<file path="src/hdl/sobel_edge_magnitude_rgb_assert.svh">
// Assertion helpers; expect i_clk and i_rst_n in the using scope.
`ifndef SOBEL_EDGE_MAGNITUDE_RGB_ASSERT_SVH
`define SOBEL_EDGE_MAGNITUDE_RGB_ASSERT_SVH

// same-cycle implication
`define SEM_AST_NOW(lbl, ant, cons) \
    lbl: assert property (@(posedge i_clk) disable iff (!i_rst_n) (ant) |-> (cons)) \
        else $error("sobel assertion failed");

// next-cycle implication
`define SEM_AST_NXT(lbl, ant, cons) \
    lbl: assert property (@(posedge i_clk) disable iff (!i_rst_n) (ant) |=> (cons)) \
        else $error("sobel assertion failed");

`endif

</file>
<file path="src/hdl/sem_pkg.sv">
`default_nettype none
package sem_pkg;
    localparam int PIX_W      = 8;
    localparam int RGB_W      = 24;
    localparam int GRAD_W     = 11;
    localparam int SQ_W       = 20;
    localparam int SUM_W      = 21;
    localparam int SQRT_STEPS = 11;
    localparam int CNT_W      = 4;
    localparam int IR_W       = 17;
    localparam int H_W        = 16;
    localparam int WREG_W     = 11;
    localparam int CFG_W      = 16;
    localparam int CIDX_W     = 2;

    localparam logic [CIDX_W-1:0] REG_WIDTH  = 2'd0;
    localparam logic [CIDX_W-1:0] REG_HEIGHT = 2'd1;

    localparam logic [WREG_W-1:0] WIDTH_RST  = 11'd1024;
    localparam logic [H_W-1:0]    HEIGHT_RST = 16'd1;

    typedef struct packed {
        logic accept;
        logic shift;
        logic grad;
        logic square;
        logic sqrt_init;
        logic sqrt_step;
        logic load_out;
    } t_cmd;

    typedef struct packed {
        logic emit;
        logic out_busy;
    } t_sts;
endpackage
`default_nettype wire

</file>
<file path="src/hdl/sem_ctrl.sv">
`default_nettype none
`include "sobel_edge_magnitude_rgb_assert.svh"
module sem_ctrl
    import sem_pkg::*;
(
    input  wire logic i_clk,
    input  wire logic i_rst_n,
    input  wire logic i_in_valid,
    input  wire t_sts i_sts,
    output logic      o_in_ready,
    output t_cmd      o_cmd
);
    typedef enum logic [2:0] {
        S_IDLE, S_READ, S_GRAD, S_SQUARE, S_INIT, S_SQRT, S_DONE
    } t_state;

    t_state           r_state;
    logic [CNT_W-1:0] r_cnt;

    always_ff @(posedge i_clk) begin
        if (!i_rst_n) begin
            r_state <= S_IDLE;
            r_cnt   <= '0;
        end else begin
            unique case (r_state)
                S_IDLE:   if (i_in_valid) r_state <= S_READ;
                S_READ:   r_state <= i_sts.emit ? S_GRAD : S_IDLE;
                S_GRAD:   r_state <= S_SQUARE;
                S_SQUARE: r_state <= S_INIT;
                S_INIT: begin
                    r_state <= S_SQRT;
                    r_cnt   <= '0;
                end
                S_SQRT: begin
                    r_cnt <= r_cnt + 1'b1;
                    if (r_cnt == CNT_W'(SQRT_STEPS - 1)) r_state <= S_DONE;
                end
                S_DONE:   if (!i_sts.out_busy) r_state <= S_IDLE;
                default:  r_state <= S_IDLE;
            endcase
        end
    end

    assign o_in_ready = (r_state == S_IDLE);

    always_comb begin
        o_cmd           = '0;
        o_cmd.accept    = (r_state == S_IDLE) && i_in_valid;
        o_cmd.shift     = (r_state == S_READ);
        o_cmd.grad      = (r_state == S_GRAD);
        o_cmd.square    = (r_state == S_SQUARE);
        o_cmd.sqrt_init = (r_state == S_INIT);
        o_cmd.sqrt_step = (r_state == S_SQRT);
        o_cmd.load_out  = (r_state == S_DONE) && !i_sts.out_busy;
    end

    `SEM_AST_NXT(a_sqrt_len, r_state == S_SQRT && r_cnt == CNT_W'(SQRT_STEPS - 1), r_state == S_DONE)
    `SEM_AST_NXT(a_no_emit, r_state == S_READ && !i_sts.emit, r_state == S_IDLE)
    `SEM_AST_NOW(a_load_free, o_cmd.load_out, !i_sts.out_busy)
endmodule
`default_nettype wire

</file>
<file path="config.mk">
export PLATFORM = sky130hd
export DESIGN_NAME = sem_ctrl
export DESIGN_NICKNAME = d
export VERILOG_FILES = /design/src/hdl/sem_pkg.sv /design/src/hdl/sem_ctrl.sv
export VERILOG_INCLUDE_DIRS = /design/src /design/src/hdl
export SDC_FILE = /design/constraint.sdc
export NUM_CORES = 1
export LEC_CHECK = 0
export ABC_AREA = 1
export BUFFER_PORTS_ARGS = -buffer_cell sky130_fd_sc_hd__clkbuf_2
export CELL_PAD_IN_SITES_DETAIL_PLACEMENT = 1
export CELL_PAD_IN_SITES_GLOBAL_PLACEMENT = 2
export CORE_MARGIN = 1.5
export CORE_UTILIZATION = 26
export DETAILED_ROUTE_END_ITERATION = 10
export PLACE_DENSITY_LB_ADDON = 0.1
export SLEW_MARGIN = 20
export SYNTH_ARGS = -nofsm -noshare
export SYNTH_HDL_FRONTEND = slang
export SYNTH_SLANG_ARGS = --single-unit
export TNS_END_PERCENT = 20
</file>
<file path="constraint.sdc">
create_clock -name i_clk -period 2.7 [get_ports i_clk]
set_clock_uncertainty 0.15 [all_clocks]
set_input_delay 0.135 -clock i_clk [delete_from_list [all_inputs] [get_ports i_clk]]
set_output_delay 0.135 -clock i_clk [all_outputs]
set_load 0.1 [all_outputs]
</file>
== Word-level counts from Yosys, hierarchy flattened ==
Index checks and enable logic that the tools add are counted.
Cells by class
  bitwise logic cells: 0
  divide/modulo/power cells: 0
  equal/unequal tests: 10
  multiplexer cells: 6
  shift-type cells: 0
  magnitude comparators: 0
  reduce and logical (&&, ||, !) cells: 6
  $mul: 0
  $add $sub $neg: 1
Operator list (count)
  3-bit one-hot mux with 7 select lines: 1
  3-bit == test, second input constant: 3
  3-bit two-way mux: 3
  4-bit one-hot mux with 2 select lines: 1
  3-bit by 2-bit == test with 1-bit output, second input constant: 2
  4-bit by 1-bit adder with 4-bit output, second input constant: 1
  4-bit == test, second input constant: 1
  2-bit inequality test, second input constant: 2
  3-bit by 1-bit == test with 1-bit output, second input constant: 1
  3-bit zero test: 1
  3-bit AND reduction: 1
  1-bit logical AND: 2
  2-bit two-way mux: 1
  2-bit by 1-bit inequality test with 1-bit output, second input constant: 1
  2-bit nonzero test: 1
  1-bit zero test: 1
Storage, ports and cells
  logic and storage cells: 25
  output and inout bits: 8
  bits in read-only memories: 0
  RAM bits: 0
  bits in latches: 0
  bits of input ports: 5
  memories: 0
  bits in registers: 7

== Longest topological paths before layout ==
Gate-level depths: netlist of run 1.
  depth after elaboration: 3
  mapped depth: 7
  depth with buffers taken out: 7

== Worst setup path after synthesis of run 1 ==
OpenSTA, ideal clock, no wires.
  kind: reg2out
  start: reg r_state[2]
  end: out o_cmd[0] (netlist name)
  arrival: 1.832 ns
  stages on the path, launching flop included: 3
  path slack: 0.583 ns
  required time: 2.415 ns
  buffers on the path: 0
  cell sequence: dfxtp_1 -> nand3_1 -> nor2_1
RTL lines
  start: declaration: RTL line sem_ctrl.sv:17  | t_state r_state;
  start signal: assignment: RTL line sem_ctrl.sv:27  | S_READ: r_state <= i_sts.emit ? S_GRAD : S_IDLE;
  end: declaration: RTL line sem_ctrl.sv:11  | output t_cmd o_cmd

==> impl_results.md, run 1 <==
* Area growth syn-to-layout at 26.9%
* H-tree depth at 1
* Clk Tree Root Cell: clkbuf_4
* Power per cell area at 724 nW/um^2
* Final setup viols at 0
* Leakage power at 0.281 nW
* Cells after Synth at 65
* IO Pins at 13
* Synth warn at 0
* Max-cap violations at 0
* Crit path launch: r_state[2]$_SDFFE_PN0P_
* Vias at 451
* Row count at 14
* Total gr overflow at 0
* GRT Overall Usage at 0.150
* Die height at 43.8 um
* HP Class: in2reg
* DP Worst Slack at 1.19 ns
* Min-delay src: i_sts[1]
* VDD IR max at 283 uV
* Post-Route WL at 1090 um
* Pin count of the biggest net entering global routing at 9
* Setup bufs post-CTS at 0
* Util after Layout at 0.360
* Synth top area cells: dfxtp_1 32%, nor2_1 13%, nand3_1 9.2%
* FMAX at 566 MHz
* Status: finished, final reports clean
* Crit share post-route at 0.654
* Worst-path maximum fanout at 8
* Hold Buf Count CTS at 1
* Worst Tran Pin Value at 0.544 ns
* R2R Path Start: r_state[1]$_SDFFE_PN0P_
* Antenna Cells at 0
* Share of the synthesized area in the top cell type at 0.324
* Total iterations of the first detailed-routing run at 4
* Hold Fails Final Rpt at 0
* Layout cells sized above 1 at 0.280
* FF+latch count, synth at 7
* Crit path arrival time at 1.48 ns
* Crit start category: flip-flop
* Via count of the first global-routing pass at 437
* CTS Sinks at 7
* Yosys top cell by area: dfxtp_1
* Die X at 43.8 um
* Number of remaining DRC errors at 0
* CP required at 2.41 ns
* # nets final at 90
* Final count of pins violating max slew at 0
* Hpwl dp at 859 um
* Longest Clk Path Bufs at 2
* Synthesized area per cell at 6.66 um^2
* First-pass GRT wire length at 1940 um
* Vias per inst at 4.60
* Setup TNS at 0 ns
* Clk_lat worst skew at 0.26 ns
* Slew headroom at 0.639
* Mapped Nets at 72
* Post-layout minimum cycle time at 1.77 ns
* Seq/Total Area, Yosys at 0.324
* Die area at 1920 um^2
* CTS tree: yes
* Fill count at 214
* Total CTS buffers at 3
* Wire per inst at 11.2 um
* Starting Density at 0.284
* Crit Path Class: reg2out
* Initial antenna violation count at 0
* Cell Area, Synth at 433 um^2
* Final worst-path setup slack at 0.933 ns
* Number of distinct library cells after synthesis at 15
* RSZ-0062 raised after global routing: no
* Post-CTS Resized at 0
* Core ar. at 1520 um^2
* Initial DRC Count at 9
* PortBufs at 12
* Crit end category: output pin
* Post-route ant nets at 0
* Routability cong. at 0.695
* Clock-pin slew on the worst setup and hold paths at 0.06 ns
## synth_stat cells
library cell and count:
a21oi_1 3, dfxtp_1 7, ha_1 2, inv_1 6
inv_2 3, nand2_1 9, nand2_2 1, nand2_4 1
nand3_1 8, nand4_1 1, nor2_1 15, nor2_2 2
nor2_8 1, o21a_1 1, o21ai_0 5
## metal layers
metal,part of all wire,wire length [um],track usage,vias up
met5,0,0,0,-
met4,0.0082,9,0.0909,0
met3,0.046,50,0.0750,2
met2,0.48,523,0.212,9
met1,0.47,510,0.179,199
li1,-,-,-,241
## worst paths after layout
kind | end | slack, ns | cells after the start
worst min register to register | r_cnt[2]$_SDFFE_PN0P_ | 0.34 | 2
worst max register to register | r_state[2]$_SDFFE_PN0P_ | 1.35 | 7
worst max-delay path | o_cmd[2] | 0.93 | 3
worst min-delay path | r_state[1]$_SDFFE_PN0P_ | 0.11 | 5
## placed cells by master, fill, tap and decap left out
cell type and count:
nand2_4 1, clkbuf_2 12, dfxtp_1 7, inv_2 3, nor2_2 2, clkbuf_1 1
inv_1 6, o21ai_0 5, ha_1 2, clkbuf_4 3, o21a_1 1, nand2_1 9
a21oi_1 3, nor2_8 1, dlygate4sd3_1 1, nand4_1 1, nand3_1 8, nor2_1 15
nand2_2 1
## state kept, by name, summed over array words and instances, names as in the netlist
name,count
r_cnt,4
r_state,3
## through the flow
step / hold WS [ns] / total power, mW / instance area, um^2 / instances
after detailed placement: 0.259 / 0.300 / 513 / 93
after floorplan: 0.112 / 0.272 / 433 / 65
after global placement: 0.270 / 0.300 / 513 / 93
after global routing: 0.117 / 0.427 / 549 / 98
final: 0.108 / 0.398 / 549 / 98
after CTS: 0.105 / 0.405 / 549 / 98
## power by group
part           switching (mW)  internal [mW]  total, mW
sequential             0.0117          0.110      0.121
clock                  0.0423         0.0566     0.0990
combinational           0.148         0.0294      0.177
## worst max-delay path: stages (launching register included)
cell,delay [ns]
dfxtp_1,0.48
nand2_4,0.14
nor2_2,0.13
clkbuf_2,0.47
## layout make-up
class	instances	area, um^2	share of cell area
Timing Repair Buffer	13	70.1	0.128
Multi-Input combinational cell	49	259	0.472
Clock buffer	4	26.3	0.0478
Sequential cell	7	140	0.255
Inverter	9	33.8	0.0615
Tap cell	16	20.0	0.0364
## logic make-up after synthesis
kind of cell               count (synthesis)  synth area share
adders and majority gates                  2            0.0578
AOI/OAI and AO/OA                          9             0.110
buffers and inverters                      9            0.0780
DFF                                        7             0.324
and+or+nand+nor                           38             0.431
Note: power is estimated with default switching activity, not from simulation.
==> run 2, diff against run 1 <==
CORE_UTILIZATION = 22   (was 26)
clock period = 1.5 ns   (was 2.7 ns; I/O delays follow)
==> run 2 against run 1 <==
Effect of this change:
- total power rose by 110%
- core utilization up 3.7 points
- cell count up 9.2%
- critical path depth rose by 1
- clock-buffer cell count down 1
- first-iteration DRC count decreased by 56%
- via count grew 2.0%
- wire length is 6.0% higher
- largest power group unchanged
==> impl_results.md, run 2 (same netlist as run 1, synthesis figures left out) <==
* Util after Layout at 0.397 (was 0.360)
* Post-Route WL at 1160 um (was 1090 um)
* Hpwl dp at 981 um (was 859 um)
* Pin count of the biggest net entering global routing at 9 (unchanged)
* Clk_lat worst skew at 0.26 ns (about the same)
* HP Class: in2reg (unchanged)
* Worst Tran Pin Value at 0.213 ns (was 0.544 ns)
* FMAX at 680 MHz
* Layout cells sized above 1 at 0.390 (was 0.280)
* Non-filler cells, final at 107 (was 98)
* Most frequent cells in the layout: 10 x nor2_1, 9 x nand2_1, 8 x nand3_1, 8 x buf_12, 6 x inv_1 (was 15 x nor2_1, 12 x clkbuf_2, 9 x nand2_1)
* CTS tree: yes (unchanged)
* Worst-path maximum fanout at 5 (was 8)
* Crit start category: flip-flop (unchanged)
* Total CTS buffers at 3 (unchanged)
* Multi-input gate area at 282 um^2 (was 259 um^2)
* Post-Layout Inst Area at 708 um^2 (was 549 um^2)
* Crit path arrival time at 1.25 ns (was 1.48 ns)
* Reg2Reg Setup Slack at 0.24 ns (was 1.35 ns)
* CTS Sinks at 7 (unchanged)
* IO Pins at 13 (unchanged)
* Die height at 47.4 um (was 43.8 um)
* # nets final at 90 (unchanged)
* Clk Tree Root Cell: clkbuf_4 (unchanged)
* Post-route ant nets at 0 (unchanged)
* Via count of the first global-routing pass at 442 (was 437)
* Total gr overflow at 0 (unchanged)
* Top reg by flops: r_cnt (unchanged)
* Vias at 460 (was 451)
* Placed Area at 667 um^2 (was 513 um^2)
* Crit share post-route at 0.980
* Commonest non-fill, non-tap cell in the layout: nor2_1 (unchanged)
* Hold Fails Final Rpt at 0 (unchanged)
* Initial DRC Count at 4 (was 9)
* Wire per inst at 10.8 um (was 11.2 um)
* PortBufs at 12 (unchanged)
* Antenna Cells at 0 (unchanged)
* Routability cong. at 0.746 (was 0.695)
* CP required at 1.27 ns (was 2.41 ns)
* Slew headroom at 0.858 (was 0.639)
* Number of remaining DRC errors at 0 (unchanged)
* Crit Path Class: reg2out (unchanged)
* Post-layout minimum cycle time at 1.47 ns
* Status: finished, final reports clean (unchanged)
* H-tree depth at 1 (unchanged)
* Hold slack at 0.0390 ns (was 0.108 ns)
* VDD IR max at 494 uV (was 283 uV)
* Max reg flops at 4 (unchanged)
* Clock-pin slew on the worst setup and hold paths at 0.07 ns (was 0.06 ns)
* Seq. cell area at 144 um^2 (was 140 um^2)
* Total iterations of the first detailed-routing run at 4 (unchanged)
* GRT Overall Usage at 0.131 (was 0.150)
* Vias per inst at 4.30 (was 4.60)
* Leakage power at 0.317 nW (was 0.281 nW)
* Power per cell area at 1170 nW/um^2 (was 724 nW/um^2)
* Max-cap violations at 0 (unchanged)
* Final setup viols at 0 (unchanged)
* Die X at 47.4 um (was 43.8 um)
* Fill count at 223 (was 214)
* First-pass GRT wire length at 1880 um (was 1940 um)
* Starting Density at 0.243 (was 0.284)
* Dpl cells at 102 (was 93)
* Core ar. at 1780 um^2 (was 1520 um^2)
* Initial antenna violation count at 0 (unchanged)
* Longest Clk Path Bufs at 2 (unchanged)
* Largest regs: r_cnt: 4 flops, r_state: 3 flops (unchanged)
* RSZ-0062 raised after global routing: yes (was no)
* Final count of pins violating max slew at 0 (unchanged)
* Row count at 15 (was 14)
* Area growth syn-to-layout at 63.6% (was 26.9%)
* Die area at 2240 um^2 (was 1920 um^2)
* Crit end category: output pin (unchanged)
run 2: worst paths after layout:
path | from | to | cells after the start
setup / recovery | r_state[0]$_SDFFE_PN0P_ | o_cmd[0] | 4
hold / removal | i_sts[1] | r_state[1]$_SDFFE_PN0P_ | 5
setup reg to reg | r_cnt[0]$_SDFFE_PN0P_ | r_state[2]$_SDFFE_PN0P_ | 7
hold reg to reg | r_cnt[2]$_SDFFE_PN0P_ | r_cnt[2]$_SDFFE_PN0P_ | 2
run 2: timing repair:
item | in CTS | in global routing
endpoints found under the hold margin | 5 | 0
setup endpoints to repair | 6 | 5
setup buffers | 0 | 0
hold buffers | 1 | 0
gates resized for setup | 2 | 1
run 2: report_power, final:
part	internal, mW	switching (mW)	total, mW
registers	0.200	0.0235	0.223
clock network	0.0983	0.0867	0.185
logic	0.135	0.288	0.423
run 2: critical path, cell delays in order, from the launching register on:
cell     delay (ns)
dfxtp_2        0.36
inv_2          0.14
nand3_1        0.16
nor2_4         0.14
buf_12         0.18
run 2: layer usage:
metal / share of wire / track usage / up-vias
met5: 0 / 0 / -
met2: 0.46 / 0.203 / 10
li1: - / - / 242
met3: 0.059 / 0.0654 / 4
met4: 0.026 / 0.0833 / 0
met1: 0.45 / 0.142 / 204
run 2: layout make-up:
class                           instances  area share
Clock inverter                          1     0.00707
Timing Repair Buffer                   13       0.269
Inverter                                9      0.0477
Tap cell                               25      0.0442
Sequential cell                         7       0.203
Clock buffer                            3      0.0318
Multi-Input combinational cell         49       0.398
run 2: metrics by stage:
stage,TNS (ns),power [mW],setup slack (ns)
5_1_grt,-0.0944,0.877,-0.0479
4_1_cts,0,0.841,0.0116
2_1_floorplan,-0.414,0.501,-0.0896
6_report,0,0.831,0.0295
3_3_place_gp,0,0.645,0.131
3_5_place_dp,0,0.649,0.104
==> run 3, diff against run 2 <==
HOLD_SLACK_MARGIN = 0.06   (was unset)
==> run 3 against run 2 <==
Effect of this change:
- non-clock buffer count is 1 higher
- clock power hardly changed
- sequential power is essentially flat
- critical path depth stayed put
- setup slack did not move
- register-to-register slack is essentially flat
- worst hold slack better by 0.10 ns
- critical path type unchanged
- highest routed layer unchanged
==> impl_results.md, run 3 (same netlist as run 1, synthesis figures left out) <==
* CTS tree: yes (unchanged)
* Power per cell area at 1160 nW/um^2 (was 1170 nW/um^2)
* Most frequent cells in the layout: 10 x nor2_1, 9 x nand2_1, 8 x nand3_1, 8 x buf_12, 6 x inv_1 (unchanged)
* Hold Fails Final Rpt at 0 (unchanged)
* Die height at 47.4 um (unchanged)
* HP Class: in2reg (unchanged)
* First-pass GRT wire length at 1920 um (was 1880 um)
* Hpwl dp at 981 um (unchanged)
* Max reg flops at 4 (unchanged)
* Reg2Reg Setup Slack at 0.24 ns (about the same)
* GRT Overall Usage at 0.134 (was 0.131)
* Core ar. at 1780 um^2 (unchanged)
* Largest regs: r_cnt: 4 flops, r_state: 3 flops (unchanged)
* RSZ-0062 raised after global routing: yes (unchanged)
* Hold slack at 0.144 ns (was 0.0390 ns)
* Final count of pins violating max slew at 0 (unchanged)
* Util after Layout at 0.403 (was 0.397)
* Antenna Cells at 0 (unchanged)
* Total gr overflow at 0 (unchanged)
* Crit start category: flip-flop (unchanged)
* Final worst-path setup slack at 0.0295 ns (unchanged)
* IO Pins at 13 (unchanged)
* Die X at 47.4 um (unchanged)
* Number of remaining DRC errors at 0 (unchanged)
* Commonest non-fill, non-tap cell in the layout: nor2_1 (unchanged)
* Worst-path maximum fanout at 5 (unchanged)
* CP required at 1.27 ns (about the same)
* # nets final at 91 (was 90)
* FMAX at 680 MHz (unchanged)
* Total CTS buffers at 3 (unchanged)
* Via count of the first global-routing pass at 452 (was 442)
* Vias at 464 (was 460)
* VDD IR max at 494 uV (about the same)
* PortBufs at 12 (unchanged)
* Status: finished, final reports clean (unchanged)
* Wire per inst at 10.9 um (was 10.8 um)
* Crit share post-route at 0.980 (unchanged)
* Setup bufs post-CTS at 0 (unchanged)
* Worst Tran Pin Value at 0.213 ns (unchanged)
* Post-layout minimum cycle time at 1.47 ns (unchanged)
* Pin count of the biggest net entering global routing at 9 (unchanged)
* CTS Sinks at 7 (unchanged)
* Total iterations of the first detailed-routing run at 4 (unchanged)
* Layout cells sized above 1 at 0.386 (was 0.390)
* Post-route ant nets at 0 (unchanged)
* Longest Clk Path Bufs at 2 (unchanged)
* Area growth syn-to-layout at 65.9% (was 63.6%)
* Clk_lat worst skew at 0.26 ns (about the same)
* Crit Path Class: reg2out (unchanged)
* Leakage power at 0.321 nW (was 0.317 nW)
* Clk Tree Root Cell: clkbuf_4 (unchanged)
* Clock-pin slew on the worst setup and hold paths at 0.07 ns (about the same)
* Starting Density at 0.243 (unchanged)
* Power, Total at 0.833 mW (was 0.831 mW)
* Crit end category: output pin (unchanged)
* Row count at 15 (unchanged)
* Final setup viols at 0 (unchanged)
* H-tree depth at 1 (unchanged)
* Max-cap violations at 0 (unchanged)
* Post-Route WL at 1180 um (was 1160 um)
* Setup TNS at 0 ns (unchanged)
* Crit path arrival time at 1.25 ns (about the same)
* Initial antenna violation count at 0 (unchanged)
* Slew headroom at 0.858 (unchanged)
* Die area at 2240 um^2 (unchanged)
* Vias per inst at 4.30 (about the same)
* Initial DRC Count at 4 (unchanged)
* Top reg by flops: r_cnt (unchanged)
* Routability cong. at 0.746 (unchanged)
* DP Worst Slack at 0.104 ns (unchanged)
-- run 3: changes by cell type in the layout (fill, tap and decap cells not counted) --
| cell | delta |
|---|---|
| dlygate4sd3_1 | +1 |
-- run 3: per-layer routing --
metal,routed length [um],share of wire,vias to the layer above,GRT usage
met5,0,0,-,0
met2,553,0.47,10,0.208
met4,30,0.025,0,0.0833
li1,-,-,244,-
met1,528,0.45,206,0.144
met3,69,0.058,4,0.0654
-- run 3: worst paths after layout --
path                                           endpoint                     from  cells after the start
worst max-delay path                           o_cmd[0]  r_state[0]$_SDFFE_PN0P_                      4
worst min-delay path            r_state[0]$_SDFFE_PN0P_               i_in_valid                      5
worst max register to register  r_state[2]$_SDFFE_PN0P_    r_cnt[0]$_SDFFE_PN0P_                      7
worst min register to register    r_cnt[2]$_SDFFE_PN0P_    r_cnt[2]$_SDFFE_PN0P_                      2
-- run 3: cell type report --
cell class                      instances  area (um^2)
Clock buffer                            3         22.5
Multi-Input combinational cell         49          282
Timing Repair Buffer                   14          200
Sequential cell                         7          144
Clock inverter                          1         5.00
Fill cell                             226         1060
Tap cell                               25         31.3
Inverter                                9         33.8
-- run 3: timing repair --
action / in CTS / in global routing
hold buffers: 2 / 0
endpoints found under the hold margin: 5 / 0
setup endpoints to repair: 6 / 5
gates cloned: 0 / 0
gates resized for setup: 2 / 1
-- run 3: stage by stage --
stage | instance area, um^2 | cells
after floorplan | 455 | 65
after global placement | 667 | 102
after detailed placement | 667 | 102
after CTS | 717 | 108
after global routing | 718 | 108
final | 718 | 108
-- run 3: worst max-delay path, stage by stage (launching register included) --
cell     delay [ns]
dfxtp_2        0.36
inv_2          0.14
nand3_1        0.16
nor2_4         0.14
buf_12         0.18
-- run 3: power by group --
group / leakage (nW) / internal [mW] / total (mW) / switching (mW)
sequential: 0.0580 / 0.200 / 0.223 / 0.0235
clock: 0.0177 / 0.0983 / 0.185 / 0.0867
combinational: 0.245 / 0.137 / 0.425 / 0.288
